<file path="src/sv/sc2d_pkg.sv">
// Package with sizes, types and register codes of the separable convolution block.
`timescale 1ns / 1ps

package sc2d_pkg;

    localparam int MAX_RADIUS = 4;
    localparam int MAX_WIDTH  = 1024;
    localparam int MAX_HEIGHT = 1024;

    localparam int PIX_W  = 16;
    localparam int TAP_W  = 8;
    localparam int VAL_W  = 38;
    localparam int RAD_W  = 3;
    localparam int SIZE_W = 11;
    localparam int CFG_W  = 64;
    localparam int IDX_W  = 3;

    localparam int TAP_NUM    = 2 * MAX_RADIUS + 1;
    localparam int WIN_DEPTH  = TAP_NUM;
    localparam int LINE_SLOTS = 2 * MAX_RADIUS;
    localparam int SLOT_W     = $clog2(LINE_SLOTS);
    localparam int COL_W      = $clog2(MAX_WIDTH);
    localparam int WID_W      = $clog2(MAX_WIDTH + 1);
    localparam int HGT_W      = $clog2(MAX_HEIGHT + 1);
    localparam int ROW_W      = $clog2(MAX_HEIGHT + MAX_RADIUS + 1);
    localparam int M_W        = $clog2(MAX_RADIUS + 1);

    localparam int PROD_W = PIX_W + TAP_W + 1;
    localparam int RF_W   = PIX_W + TAP_W + $clog2(TAP_NUM);
    localparam int CP_W   = RF_W + TAP_W;

    typedef enum logic [IDX_W-1:0] {
        REG_RADIUS    = 3'd0,
        REG_WIDTH     = 3'd1,
        REG_HEIGHT    = 3'd2,
        REG_TAPS_LO   = 3'd3,
        REG_TAP_EIGHT = 3'd4
    } cfg_reg_t;

    typedef logic [PIX_W-1:0]                  pixel_t;
    typedef logic [WIN_DEPTH-1:0][PIX_W-1:0]   window_t;
    typedef logic [TAP_NUM-1:0][TAP_W-1:0]     taps_t;
    typedef logic signed [RF_W-1:0]            rf_t;
    typedef logic [LINE_SLOTS-1:0][RF_W-1:0]   linedata_t;

    // Effective (clamped) frame geometry.
    typedef struct packed {
        logic [M_W-1:0]   rad;
        logic [WID_W-1:0] wid;
        logic [HGT_W-1:0] hgt;
    } geom_t;

    // One pass of the row filter and the column sum that follows it.
    typedef struct packed {
        logic             valid;
        logic             emit;
        logic             wr;
        logic             cur;
        logic             last;
        logic [M_W-1:0]   m;
        logic [COL_W-1:0] x;
        logic [ROW_W-1:0] row;
        logic [SLOT_W-1:0] slot;
    } op_t;

endpackage

</file>
<file path="src/sv/sc2d_row_filter.sv">
// Row filter: tap products of the pixel window, registered, then their sum.
`timescale 1ns / 1ps

module sc2d_row_filter import sc2d_pkg::*; (
    input  logic           clk,
    input  logic           rst_n,
    input  logic           adv,
    input  op_t            op_a,
    input  window_t        window,
    input  taps_t          taps,
    input  logic [M_W-1:0] rad,
    output op_t            op_b,
    output rf_t            rf
);

    logic [TAP_NUM+MAX_RADIUS-1:0][TAP_W-1:0] taps_ext;
    logic signed [PROD_W-1:0] prod_next [WIN_DEPTH];
    logic signed [PROD_W-1:0] prod_reg  [WIN_DEPTH];
    op_t                      op_b_reg;

    assign taps_ext = {{(MAX_RADIUS * TAP_W){1'b0}}, taps};
    assign op_b     = op_b_reg;

    // Pass m weights window entry i with tap i+m, up to tap 2R.
    always_comb
    begin
        logic [TAP_W-1:0] tsel;
        for (int i = 0; i < WIN_DEPTH; i++)
        begin
            tsel = '0;
            for (int mm = 0; mm <= MAX_RADIUS; mm++)
            begin
                if (op_a.m == M_W'(mm) && (i + mm) <= 2 * int'(rad))
                begin
                    tsel = taps_ext[i + mm];
                end
            end
            prod_next[i] = op_a.cur ?
                PROD_W'($signed(tsel)) * PROD_W'($signed({1'b0, window[i]})) : '0;
        end
    end

    always_comb
    begin
        rf = '0;
        for (int i = 0; i < WIN_DEPTH; i++)
        begin
            rf = rf + RF_W'(prod_reg[i]);
        end
    end

    always_ff @(posedge clk or negedge rst_n)
    begin
        if (!rst_n)
        begin
            op_b_reg <= '0;
        end
        else if (adv)
        begin
            op_b_reg <= op_a;
        end
    end

    always_ff @(posedge clk)
    begin
        if (adv)
        begin
            for (int i = 0; i < WIN_DEPTH; i++)
            begin
                prod_reg[i] <= prod_next[i];
            end
        end
    end

endmodule

</file>
<file path="config.mk">
export PLATFORM = sky130hd
export DESIGN_NAME = sc2d_row_filter
export DESIGN_NICKNAME = d
export VERILOG_FILES = /design/src/sv/sc2d_pkg.sv /design/src/sv/sc2d_row_filter.sv
export SDC_FILE = /design/constraint.sdc
export NUM_CORES = 2
export LEC_CHECK = 0
export ABC_AREA = 0
export BUFFER_PORTS_ARGS = -buffer_cell sky130_fd_sc_hd__buf_4
export CAP_MARGIN = 20
export CORE_MARGIN = 2
export CORE_UTILIZATION = 40
export DETAILED_ROUTE_END_ITERATION = 6
export PLACE_DENSITY = 0.67
export SLEW_MARGIN = 20
export SYNTH_ARGS = -nofsm -noshare
export SYNTH_HDL_FRONTEND = slang
export SYNTH_SLANG_ARGS = --single-unit
</file>
<file path="constraint.sdc">
create_clock -name clk -period 11.9 [get_ports clk]
set_input_delay 0 -clock clk [delete_from_list [all_inputs] [get_ports clk]]
set_output_delay 0 -clock clk [all_outputs]
set_load 0.02 [all_outputs]
</file>
==> flow_metrics.tcl <==
set metrics [dict create \
    postSynthNetCount 7684 \
    worstSetupStartpoint "op_a[24]" \
    ys_seq_elements 257 \
    drc 13 \
    rows 136 \
    critPathTopFamily "adder cells" \
    die_area_sq_um 141000 \
    clock_tree.root_cell "sky130_fd_sc_hd__clkbuf_16" \
    drt_first_pass_iters 7 \
    cap_viol_max_count 0 \
    path_depth 22 \
    synth-warning-count 0 \
    largest_register_ffs 225 \
    boundaryPins 314 \
    cts-htree-levels 1 \
    gp_congestion 0.933 \
    global_route.usage.met1_pct 31.5 \
    area_growth_pct 10.2 \
    clock_buffer_depth 3 \
    postCtsResizedCells 0 \
    timing_hold_violations_final 0 \
    drt_iter0_drc 3664 \
    setup_violations 0 \
    reg2reg_slack_ns 11.06 \
    yosysTopAreaCell "sky130_fd_sc_hd__fa_1" \
    grt_overflow_total 0 \
    path_buf_inv 5 \
    worstPathRequired_ns 12.26 \
    rsz0062_at_grt "no" \
    setup.worst_path.end_class "flip-flop" \
    fp.dieW_microns 375 \
    globalRouteMet2Util_pct 38.8 \
    use_met3_pct 4.09 \
    number_of_flops_mapped_to_enable_cells_by_yosys 225 \
    synth_area_per_cell_sq_um 9.31 \
    synth_area_leaders "sky130_fd_sc_hd__fa_1 34%, sky130_fd_sc_hd__ha_1 13%, sky130_fd_sc_hd__edfxtp_1 12%" \
    core_area_sq_um 137000 \
    synth_seq_area_share_pct 13.7 \
    failed_checks "DRC" \
    cts_inserted_buffers 30 \
    tns_ns 0 \
    cp_slowest_stage_delay_ns 0.67 \
    wire_length_of_the_first_global_routing_pass_microns 256000 \
    initial_utilization_pct 40.2 \
    rr_worst_depth 1 \
    maximum_number_of_pins_on_one_net_before_global_route_repair 113 \
    wl_per_cell_microns 20.2 \
    syn-cell-area_sq_um 55200 \
    final_critical_path_time_including_i_o_delays_and_setup_ns 6.88 \
    grt_usage_pct 23.3 \
    worst_setup_path_start_kind "input port" \
    path_category_of_the_worst_min_delay_check "input port to flip-flop" \
    crit_path_cell_trace "dlygate4sd3_1, buf_4, nor2b_1, and3b_1, a22oi_1, nand2_1, nand2_1, fa_1, fa_1, inv_1, fa_1, inv_1, fa_1, inv_1, ha_1, o21ai_0, o21bai_1, o21ai_0, o21ai_0, a31oi_1, o21ai_0, o211a_1" \
    result_of_the_run "finished, violations left" \
    layout_cells_sized_above_1_pct 8.39 \
    globalRoute.busiestLayer "met2" \
    number_of_standard_cells_after_synthesis 5929 \
    period_share_pct 57.8 \
    postCtsSetupRepairBufs 0 \
    dieHeight_microns 375 \
    cts.reportedPaths.clkPinSlew_ns 0.07 \
    cpMaxStageDelayCell "sky130_fd_sc_hd__and3b_1" \
    dpl.hpwl_microns 134000 \
    cp.arrival_ns 7.24 \
    timing.slew.headroom_pct 25.5 \
    yosys_most_used_dff "sky130_fd_sc_hd__edfxtp_1" \
    critical_path.reg2reg.startpoint "op_b[24]" \
    criticalPathCategory "input port to flip-flop" \
    cts_tree "done" \
    cts.hold.buffers_added 48 \
    cts_sinks 257 \
    detailroute.via_count 42500 \
    synth_async_sr_flop_share_pct 12.5 \
    worst-slew-pin-transition_ns 1.12 \
    final_antenna_net_count 0 \
    fmax_mhz 145 \
    route.final.wire_length_microns 162000 \
    synth_common_cells "1288 x sky130_fd_sc_hd__inv_1, 942 x sky130_fd_sc_hd__fa_1, 682 x sky130_fd_sc_hd__and2_1, 559 x sky130_fd_sc_hd__ha_1, 404 x sky130_fd_sc_hd__nand2_1" \
    hold-path-cell-count 4 \
    crit_fanout 22 \
    synth.top_cell.area_share_pct 34.2 \
    post-synth-top-count-cell "sky130_fd_sc_hd__inv_1" \
    numPortBuffers 313 \
    initial_antenna_violation_count 6 \
    clock_skew_ns 0 \
    clk_latency_ns 0.60 \
    critical_hold_path_startpoint "window[65]" \
    final_nets 7942 \
    slew_viol_final 0 \
    vias_per_cell 5.30 \
    post_synth_num_cell_types 93 \
    number_of_global_route_vias_before_repair 44900 \
]
[worst min-delay path: stages]
cell                     delay (ns)
sky130_fd_sc_hd__buf_4         0.14
sky130_fd_sc_hd__and2_1        0.14
sky130_fd_sc_hd__ha_1          0.12
sky130_fd_sc_hd__and2_1        0.13
[cells in the final DEF (no fill, tap or decap), types with 41 or more instances in the layout]
master / instances
sky130_fd_sc_hd__inv_1: 1288
sky130_fd_sc_hd__fa_1: 942
sky130_fd_sc_hd__and2_1: 681
sky130_fd_sc_hd__ha_1: 559
sky130_fd_sc_hd__nand2_1: 404
sky130_fd_sc_hd__buf_4: 340
sky130_fd_sc_hd__nor2_1: 323
sky130_fd_sc_hd__edfxtp_1: 225
sky130_fd_sc_hd__a21oi_1: 145
sky130_fd_sc_hd__and3_1: 128
sky130_fd_sc_hd__o21ai_0: 122
sky130_fd_sc_hd__a21o_1: 76
sky130_fd_sc_hd__xor2_1: 72
sky130_fd_sc_hd__xnor2_1: 69
sky130_fd_sc_hd__nor2b_1: 60
sky130_fd_sc_hd__or2_2: 52
sky130_fd_sc_hd__dlygate4sd3_1: 47
sky130_fd_sc_hd__nand3_1: 46
sky130_fd_sc_hd__a22oi_1: 43
sky130_fd_sc_hd__mux2_2: 41
[stage by stage]
step / instances / hold slack, ns / setup WS, ns / area [sq um] / utilization [%]
floorplan: 5929 / -0.296 / 6.23 / 55200 / -
finish: 8011 / 0.0301 / 5.02 / 60800 / 44.3
CTS: 8004 / 0.0116 / 5.09 / 60800 / 44.3
detailed placement: 7900 / -0.0312 / 5.07 / 59300 / 43.2
global route: 8007 / 0.0360 / 4.44 / 60800 / 44.3
global placement: 7900 / -0.0418 / 5.15 / 59300 / 43.2
[metal layers]
layer	share of wire, %	vias to the layer above
li1	-	19200
met5	0.018	-
met4	2.8	4
met2	47	1530
met1	42	21500
met3	8.3	229
[cell type report]
class	instances	area, sq um
Antenna cell	6	15.0
Timing Repair Buffer	390	3090
Inverter	1289	4840
Fill cell	13300	76300
Multi-Input combinational cell	4219	42100
Clock buffer	36	773
Clock inverter	20	223
Tap cell	1794	2240
Sequential cell	257	7560
[logic make-up (layout without fill, tap and decap cells)]
group,Yosys count,count (layout),share of synthesized area (%)
compound gates,688,688,8.59
xor+xnor,141,141,2.24
fa+ha+maj,1501,1501,46.9
buf+inv,1453,1735,10.1
flops,257,257,13.7
mux,54,54,1.07
other cells,0,6,0
simple gates,1835,1835,17.5
[final timing paths]
check	end
setup / recovery	prod_reg[0][171]
hold / removal	prod_reg[0][101]
setup reg to reg	op_b[24]
hold reg to reg	op_b[5]
max in group asynchronous	op_b[29]
min in group asynchronous	op_b[15]
Power is not shown: default switching activity piles up to over one toggle a cycle in this logic, so the estimate is an artifact.
