`src/sv/sc2d_pkg.sv`:
```
// Package with sizes, types and register codes of the separable convolution block.
`timescale 1ns / 1ps

package sc2d_pkg;

    localparam int MAX_RADIUS = 4;
    localparam int MAX_WIDTH  = 1024;
    localparam int MAX_HEIGHT = 1024;

    localparam int PIX_W  = 16;
    localparam int TAP_W  = 8;
    localparam int VAL_W  = 38;
    localparam int RAD_W  = 3;
    localparam int SIZE_W = 11;
    localparam int CFG_W  = 64;
    localparam int IDX_W  = 3;

    localparam int TAP_NUM    = 2 * MAX_RADIUS + 1;
    localparam int WIN_DEPTH  = TAP_NUM;
    localparam int LINE_SLOTS = 2 * MAX_RADIUS;
    localparam int SLOT_W     = $clog2(LINE_SLOTS);
    localparam int COL_W      = $clog2(MAX_WIDTH);
    localparam int WID_W      = $clog2(MAX_WIDTH + 1);
    localparam int HGT_W      = $clog2(MAX_HEIGHT + 1);
    localparam int ROW_W      = $clog2(MAX_HEIGHT + MAX_RADIUS + 1);
    localparam int M_W        = $clog2(MAX_RADIUS + 1);

    localparam int PROD_W = PIX_W + TAP_W + 1;
    localparam int RF_W   = PIX_W + TAP_W + $clog2(TAP_NUM);
    localparam int CP_W   = RF_W + TAP_W;

    typedef enum logic [IDX_W-1:0] {
        REG_RADIUS    = 3'd0,
        REG_WIDTH     = 3'd1,
        REG_HEIGHT    = 3'd2,
        REG_TAPS_LO   = 3'd3,
        REG_TAP_EIGHT = 3'd4
    } cfg_reg_t;

    typedef logic [PIX_W-1:0]                  pixel_t;
    typedef logic [WIN_DEPTH-1:0][PIX_W-1:0]   window_t;
    typedef logic [TAP_NUM-1:0][TAP_W-1:0]     taps_t;
    typedef logic signed [RF_W-1:0]            rf_t;
    typedef logic [LINE_SLOTS-1:0][RF_W-1:0]   linedata_t;

    // Effective (clamped) frame geometry.
    typedef struct packed {
        logic [M_W-1:0]   rad;
        logic [WID_W-1:0] wid;
        logic [HGT_W-1:0] hgt;
    } geom_t;

    // One pass of the row filter and the column sum that follows it.
    typedef struct packed {
        logic             valid;
        logic             emit;
        logic             wr;
        logic             cur;
        logic             last;
        logic [M_W-1:0]   m;
        logic [COL_W-1:0] x;
        logic [ROW_W-1:0] row;
        logic [SLOT_W-1:0] slot;
    } op_t;

endpackage

```
`src/sv/sc2d_front.sv`:
```
// Input side: frame positions, pixel window and issue of row-filter passes.
`timescale 1ns / 1ps

module sc2d_front import sc2d_pkg::*; (
    input  logic    clk,
    input  logic    rst_n,
    input  logic    adv,
    input  logic    pix_valid,
    input  pixel_t  pixel,
    input  logic    drain,
    input  geom_t   geom,
    output logic    pix_stall,
    output op_t     op,
    output window_t window
);

    localparam int CM_W = COL_W + 1;

    logic [COL_W-1:0]  col_reg, col_next;
    logic [ROW_W-1:0]  row_reg, row_next;
    logic [SLOT_W-1:0] slot_reg, slot_next;
    window_t           win_reg, win_next;
    op_t               op_reg, op_next;
    logic              pend_reg, pend_next;
    logic [M_W-1:0]    pend_m_reg, pend_m_next;
    logic [COL_W-1:0]  pend_col_reg, pend_col_next;
    logic [ROW_W-1:0]  pend_row_reg, pend_row_next;
    logic [SLOT_W-1:0] pend_slot_reg, pend_slot_next;

    logic              take, acc, in_image, do_pix, do_drn, col_last;
    logic [COL_W-1:0]  col_n;
    logic [ROW_W-1:0]  row_n, row_inc, frame_end;
    logic [SLOT_W-1:0] slot_n;
    logic [M_W-1:0]    m_sel;
    logic [COL_W-1:0]  c_sel, xw;
    logic [ROW_W-1:0]  r_sel;
    logic [SLOT_W-1:0] s_sel;
    logic [CM_W-1:0]   colm;
    logic              pos_ok, emit_ok, last_row, x_last;

    assign take      = adv && !pend_reg;
    assign acc       = pix_valid && take;
    assign pix_stall = !take;
    assign op        = op_reg;
    assign window    = win_reg;

    // Position clean-up after a size change, then the step through the frame.
    always_comb
    begin
        frame_end = ROW_W'(geom.hgt) + ROW_W'(geom.rad);
        col_n     = (WID_W'(col_reg) >= geom.wid) ? '0 : col_reg;
        row_n     = row_reg;
        slot_n    = slot_reg;
        if (row_reg >= frame_end)
        begin
            row_n  = '0;
            col_n  = '0;
            slot_n = '0;
        end
        in_image = row_n < ROW_W'(geom.hgt);
        do_pix   = acc && !drain && in_image;
        do_drn   = acc && drain && !in_image;
        col_last = (WID_W'(col_n) + WID_W'(1)) == geom.wid;
        row_inc  = row_n + 1'b1;

        col_next  = col_reg;
        row_next  = row_reg;
        slot_next = slot_reg;
        if (acc)
        begin
            col_next  = col_n;
            row_next  = row_n;
            slot_next = slot_n;
        end
        if (do_pix || do_drn)
        begin
            if (col_last)
            begin
                col_next = '0;
                if (row_inc >= frame_end)
                begin
                    row_next  = '0;
                    slot_next = '0;
                end
                else
                begin
                    row_next  = row_inc;
                    slot_next = (slot_n == SLOT_W'(LINE_SLOTS - 1)) ? '0 : slot_n + 1'b1;
                end
            end
            else
            begin
                col_next = col_n + 1'b1;
            end
        end
    end

    // Pass selection: the first pass of a new pixel, an extra pass at row end, or a drain pass.
    always_comb
    begin
        m_sel    = pend_reg ? pend_m_reg    : '0;
        c_sel    = pend_reg ? pend_col_reg  : col_n;
        r_sel    = pend_reg ? pend_row_reg  : row_n;
        s_sel    = pend_reg ? pend_slot_reg : slot_n;
        colm     = CM_W'(c_sel) + CM_W'(m_sel);
        pos_ok   = colm >= CM_W'(geom.rad);
        xw       = COL_W'(colm - CM_W'(geom.rad));
        emit_ok  = r_sel >= ROW_W'(geom.rad);
        last_row = r_sel == (frame_end - ROW_W'(1));
        x_last   = (WID_W'(xw) + WID_W'(1)) == geom.wid;

        op_next = '0;
        if (pend_reg || do_pix)
        begin
            op_next.valid = pos_ok;
            op_next.emit  = emit_ok;
            op_next.wr    = 1'b1;
            op_next.cur   = 1'b1;
            op_next.last  = last_row && x_last;
            op_next.m     = m_sel;
            op_next.x     = xw;
            op_next.row   = r_sel;
            op_next.slot  = s_sel;
        end
        else if (do_drn)
        begin
            op_next.valid = emit_ok;
            op_next.emit  = 1'b1;
            op_next.last  = last_row && col_last;
            op_next.x     = col_n;
            op_next.row   = row_n;
            op_next.slot  = slot_n;
        end
    end

    always_comb
    begin
        pend_next      = pend_reg;
        pend_m_next    = pend_m_reg;
        pend_col_next  = pend_col_reg;
        pend_row_next  = pend_row_reg;
        pend_slot_next = pend_slot_reg;
        if (pend_reg && adv)
        begin
            if (pend_m_reg == geom.rad)
            begin
                pend_next = 1'b0;
            end
            else
            begin
                pend_m_next = pend_m_reg + 1'b1;
            end
        end
        else if (do_pix && col_last && geom.rad != '0)
        begin
            pend_next      = 1'b1;
            pend_m_next    = M_W'(1);
            pend_col_next  = col_n;
            pend_row_next  = row_n;
            pend_slot_next = slot_n;
        end
    end

    always_comb
    begin
        win_next = win_reg;
        if (do_pix)
        begin
            if (col_n == '0)
            begin
                win_next = '0;
                win_next[0] = pixel;
            end
            else
            begin
                win_next = {win_reg[WIN_DEPTH-2:0], pixel};
            end
        end
    end

    always_ff @(posedge clk or negedge rst_n)
    begin
        if (!rst_n)
        begin
            col_reg    <= '0;
            row_reg    <= '0;
            slot_reg   <= '0;
            win_reg    <= '0;
            op_reg     <= '0;
            pend_reg   <= 1'b0;
            pend_m_reg <= '0;
        end
        else
        begin
            col_reg    <= col_next;
            row_reg    <= row_next;
            slot_reg   <= slot_next;
            win_reg    <= win_next;
            pend_reg   <= pend_next;
            pend_m_reg <= pend_m_next;
            if (adv)
            begin
                op_reg <= op_next;
            end
        end
    end

    always_ff @(posedge clk)
    begin
        pend_col_reg  <= pend_col_next;
        pend_row_reg  <= pend_row_next;
        pend_slot_reg <= pend_slot_next;
    end

endmodule

```
`config.mk`:
```
export PLATFORM = sky130hd
export DESIGN_NAME = sc2d_front
export DESIGN_NICKNAME = d
export VERILOG_FILES = /design/src/sv/sc2d_pkg.sv /design/src/sv/sc2d_front.sv
export SDC_FILE = /design/constraint.sdc
export NUM_CORES = 1
export LEC_CHECK = 0
export BUFFER_PORTS_ARGS = -buffer_cell sky130_fd_sc_hd__buf_2
export CORE_MARGIN = 2
export CORE_UTILIZATION = 40
export CTS_CLUSTER_SIZE = 40
export DETAILED_ROUTE_END_ITERATION = 10
export PLACE_DENSITY = 0.6
export SLEW_MARGIN = 20
export SYNTH_ARGS = -nofsm -noshare
export SYNTH_HDL_FRONTEND = slang
export SYNTH_SLANG_ARGS = --single-unit
```
`constraint.sdc`:
```
create_clock -name clk -period 6.93 [get_ports clk]
set_input_delay 1.0395 -clock clk [delete_from_list [all_inputs] [get_ports clk]]
set_output_delay 1.0395 -clock clk [all_outputs]
set_load 0.01 [all_outputs]
```
==> results <==
- The post-detailed-route DRC marker count is 0.
- The synthesis-stage register bit count is 227.
- The maximum resistive drop on vdd is 0.000214 V.
- The most frequent cell on the critical path is sky130_fd_sc_hd__ha_4.
- The synthesized netlist occupies a cell area of 0.0130 mm^2.
- In this run, post-CTS hold repair placed 0 buffers.
- The synthesized design devotes to its leading area cell type 39.0% of total area.
- The die area is 0.0340 mm^2.
- Based on the critical path, the design can be clocked at up to 151 MHz.
- After layout, the worst path uses 95.8% of the clock period.
- Once routing completed, OpenROAD measured the worst setup slack at 293 ps.
- By instance count, the leading cell after synthesis is sky130_fd_sc_hd__nand2_1.
- The hold violation total from the final report is 0.
- The share of synthesized cell area in full adder, half adder and majority cells is 5.93%.
- The average footprint of a synthesized cell is 8.70 um^2.
- The total wire length after detailed routing is 42,200 um.
- The flip-flop count of the largest register, all copies and words added is 144.
- Along the worst path, the maximum fanout reaches 4.
- The total design power is 4.86 mW.
- The routing usage on met2 is 39.5%.
- Using the TritonRoute via totals, the vias-per-cell ratio works out to 5.32.
- The TritonCTS clock tree is done.
- The complex-gate fraction of the synthesized area is 11.8%.
- After clock tree synthesis, the clock-pin slew on the worst setup and hold paths is 60 ps.
- The number of distinct library cells after synthesis is 84.
- The worst endpoint data arrival time is 7050 ps.
- Dividing the detail-routed wire length by the instance count gives 18.7 um.
- The all-layer global routing usage is 24.5%.
- The async set-or-reset flop fraction in the synthesized netlist is 89.4%.
- The static power due to leakage is 8.62 nW.
- The kind of path behind the tightest hold check is flop to flop.
- The number of pins with negative max-slew slack in the final report came to 0.
- The clock buffer count from CTS is 26.
- The clock network latency to the later pin of the worst-skew pair is 530 ps.
- In this run the tightest slew margin relative to its limit is 36.5%.
- The first-pass GRT wire length is 65,900 um.
- The number of cells produced by synthesis is 1,496.
- Sorting the synthesized cells by how often they occur yields sky130_fd_sc_hd__nand2_1, sky130_fd_sc_hd__dfrtp_1, sky130_fd_sc_hd__nand3_1.
- In the global route stage, met1 resource usage came out at 34.4%.
- After synthesis, flip-flops and latches occupy 44.6% of the total area.
- In this run the number of H-tree levels came out at 1.
- The cell type with the largest total area after synthesis is sky130_fd_sc_hd__dfrtp_1.
- The multiplexer area fraction after synthesis is 0.750%.
- The number of violations reported at the end of detailed-routing iteration 0 is 984.
- The total power per unit cell area is 292 mW/mm^2.
- The initial core utilization is 40.3%.
- In this run the remaining antenna-violating nets after routing total 0.
- The run finished with clean final reports.
- The layer flagged by global routing as most heavily used is met2.
- The total congestion overflow after global routing is 0.
- The dominant combinational cell family by area after synthesis is simple AND/OR/NAND/NOR gates.
- Clock tree synthesis selected as its root buffer the cell sky130_fd_sc_hd__clkbuf_16.
- For met3 alone, demand over resource in global routing was 3.06%.
- Counting flops with a built-in enable in the synthesized netlist gives 24.
- In this run the vertical extent of the chip is 184 um.
- The I/O pin count is 223.
- The congestion estimate from routability-driven global placement came to 0.942.
- The setup clock skew after layout is 18.1 ps.
- The largest single stage delay on the critical path is 520 ps.
- At the pin with the least slew margin, the transition time is 952 ps.
- The simple logic cell fraction of the synthesized area is 25.7%.
- The total number of yosys warnings is 0.
- The total of endpoints with negative setup slack in the final report is 0.
- STA classifies the critical path startpoint as an input port.
- The number of buffers on the longest clock path is 3.
- The initial antenna violation count was 0.
- Setup repair after global routing could not meet its margin everywhere.
- Cells fill 51.5% of the core in the end.
- The highest-delay cell along the critical path is sky130_fd_sc_hd__or4b_4.
- The fraction of final layout cells sized beyond drive strength 1 is 26.6%.
- The synthesized-area fraction occupied by xor and xnor cells is 6.54%.
- The standard-cell row count is 66.
- Across the run, the number of max-cap violations was 0.
- STA classifies the critical path endpoint as a flop.
- The layout net count is 1,900.
- Counting every net in the synthesized netlist gives 1,601.
- Across all layers, the routed design uses 12.0k vias.
- Before CTS, the worst setup slack after placement is -550 ps.
- The first detailed-routing pass ran for 5 iterations.
- The die is 184 um wide.
- After synthesis, the cell types taking the most area are sky130_fd_sc_hd__dfrtp_1, sky130_fd_sc_hd__nand2_1, sky130_fd_sc_hd__nand3_1, sky130_fd_sc_hd__edfxtp_1, sky130_fd_sc_hd__ha_1.
- The critical setup path kind is input port to flop.
- The tree built by TritonCTS fans out to 227 sinks.
- The routed design could run at a clock period as short as 6640 ps.
- The area growth from synthesis to final layout is 27.8%.
- Entering global routing, the biggest net connects 147 pins.
- The area inside the core boundary is 0.0323 mm^2.
- The number of global-route vias before repair was 11.5k.
- In this run the tool buffered the top-level ports with 222 buffer cells.
- The setup check on the worst reg-to-reg path leaves a slack of 1400 ps.
- The number of antenna diodes in the final layout is 0.
- The detailed placement HPWL is 30,600 um.
- The critical path data required time is 7350 ps.
- In the synthesized netlist the dominant register cell turns out to be sky130_fd_sc_hd__dfrtp_1.
cell type report:
class	instances	area, um^2
clock buffer	44	853
clock inverter	2	35.0
fill	3081	15600
inverter	66	250
multi-input combinational	1113	6930
sequential	227	5800
tap	442	553
timing repair buffer	361	2220
kinds of logic (layout without fill, tap and decap cells):
kind of cell / after synthesis / count (layout)
and+or+nand+nor: 734 / 734
DFF: 227 / 227
AOI/OAI and AO/OA: 219 / 219
buffers and inverters: 156 / 473
xor gates and xnor gates: 91 / 91
adders and majority gates: 60 / 60
muxes: 9 / 9
worst max-delay path, delay by kind of cell:
kind	cells	cell delay (ps)
xor+xnor	4	620
simple gates	10	2370
fa+ha+maj	6	1600
compound gates	7	1180
buf+inv	3	210
worst paths after layout:
kind	startpoint	end	cells past startpoint
worst max-delay path	geom[0]	op[27]	30
worst min-delay path	window[135]	window[135]	2
worst max register to register	col_reg[0]	op[27]	25
worst min register to register	window[135]	window[135]	2
max in group asynchronous	rst_n	pend_reg	2
min in group asynchronous	rst_n	op[25]	1
what timing repair did:
| item | 4_1_cts | 5_1_grt |
|---|---|---|
| endpoints found under the setup margin | 2 | 20 |
| pin swaps | 0 | 29 |
| setup buffers | 0 | 13 |
| gates resized for setup | 1 | 34 |
| hold endpoints to repair | 0 | 0 |
placed cells by master, fill, tap and decap left out, types with 10 or more instances in the layout:
master,count
sky130_fd_sc_hd__nor4_1,13
sky130_fd_sc_hd__a22oi_1,10
sky130_fd_sc_hd__edfxtp_1,24
sky130_fd_sc_hd__nand3_1,151
sky130_fd_sc_hd__and3_1,13
sky130_fd_sc_hd__nand2_1,381
sky130_fd_sc_hd__nor2_1,67
sky130_fd_sc_hd__buf_4,134
sky130_fd_sc_hd__nor3_1,19
sky130_fd_sc_hd__buf_2,220
sky130_fd_sc_hd__o21ai_0,43
sky130_fd_sc_hd__dfrtp_1,202
sky130_fd_sc_hd__a21oi_1,33
sky130_fd_sc_hd__o21ai_1,10
sky130_fd_sc_hd__xor2_1,26
sky130_fd_sc_hd__ha_1,49
sky130_fd_sc_hd__inv_1,59
sky130_fd_sc_hd__xnor2_1,56
sky130_fd_sc_hd__and2_1,12
sky130_fd_sc_hd__clkbuf_16,30
sky130_fd_sc_hd__nand4_1,12
sky130_fd_sc_hd__a21o_1,19
sky130_fd_sc_hd__o31ai_1,11
stage by stage:
step / setup TNS [ps] / std cells / hold slack (ps) / area (um^2)
2_1_floorplan: -387 / 1496 / 447 / 13200
3_3_place_gp: -8280 / 2196 / 446 / 15500
3_5_place_dp: -16120 / 2196 / 450 / 15500
4_1_cts: 0 / 2242 / 463 / 16400
5_1_grt: -53.8 / 2255 / 490 / 16600
6_report: 0 / 2255 / 457 / 16600
routing by layer:
layer	part of all wire, %	vias up	routed length (um)
li1	-	5762	-
met4	3.4	0	1460
met5	0	-	0
met1	44	5740	18800
met2	47	414	19700
met3	5.5	88	2340
power breakdown:
group          leakage [nW]  internal [mW]  switching (mW)
clock network         0.434          0.869           0.537
logic                  5.28          0.707           0.949
registers              2.90           1.58           0.218
Power figures use the tool's default switching activity.
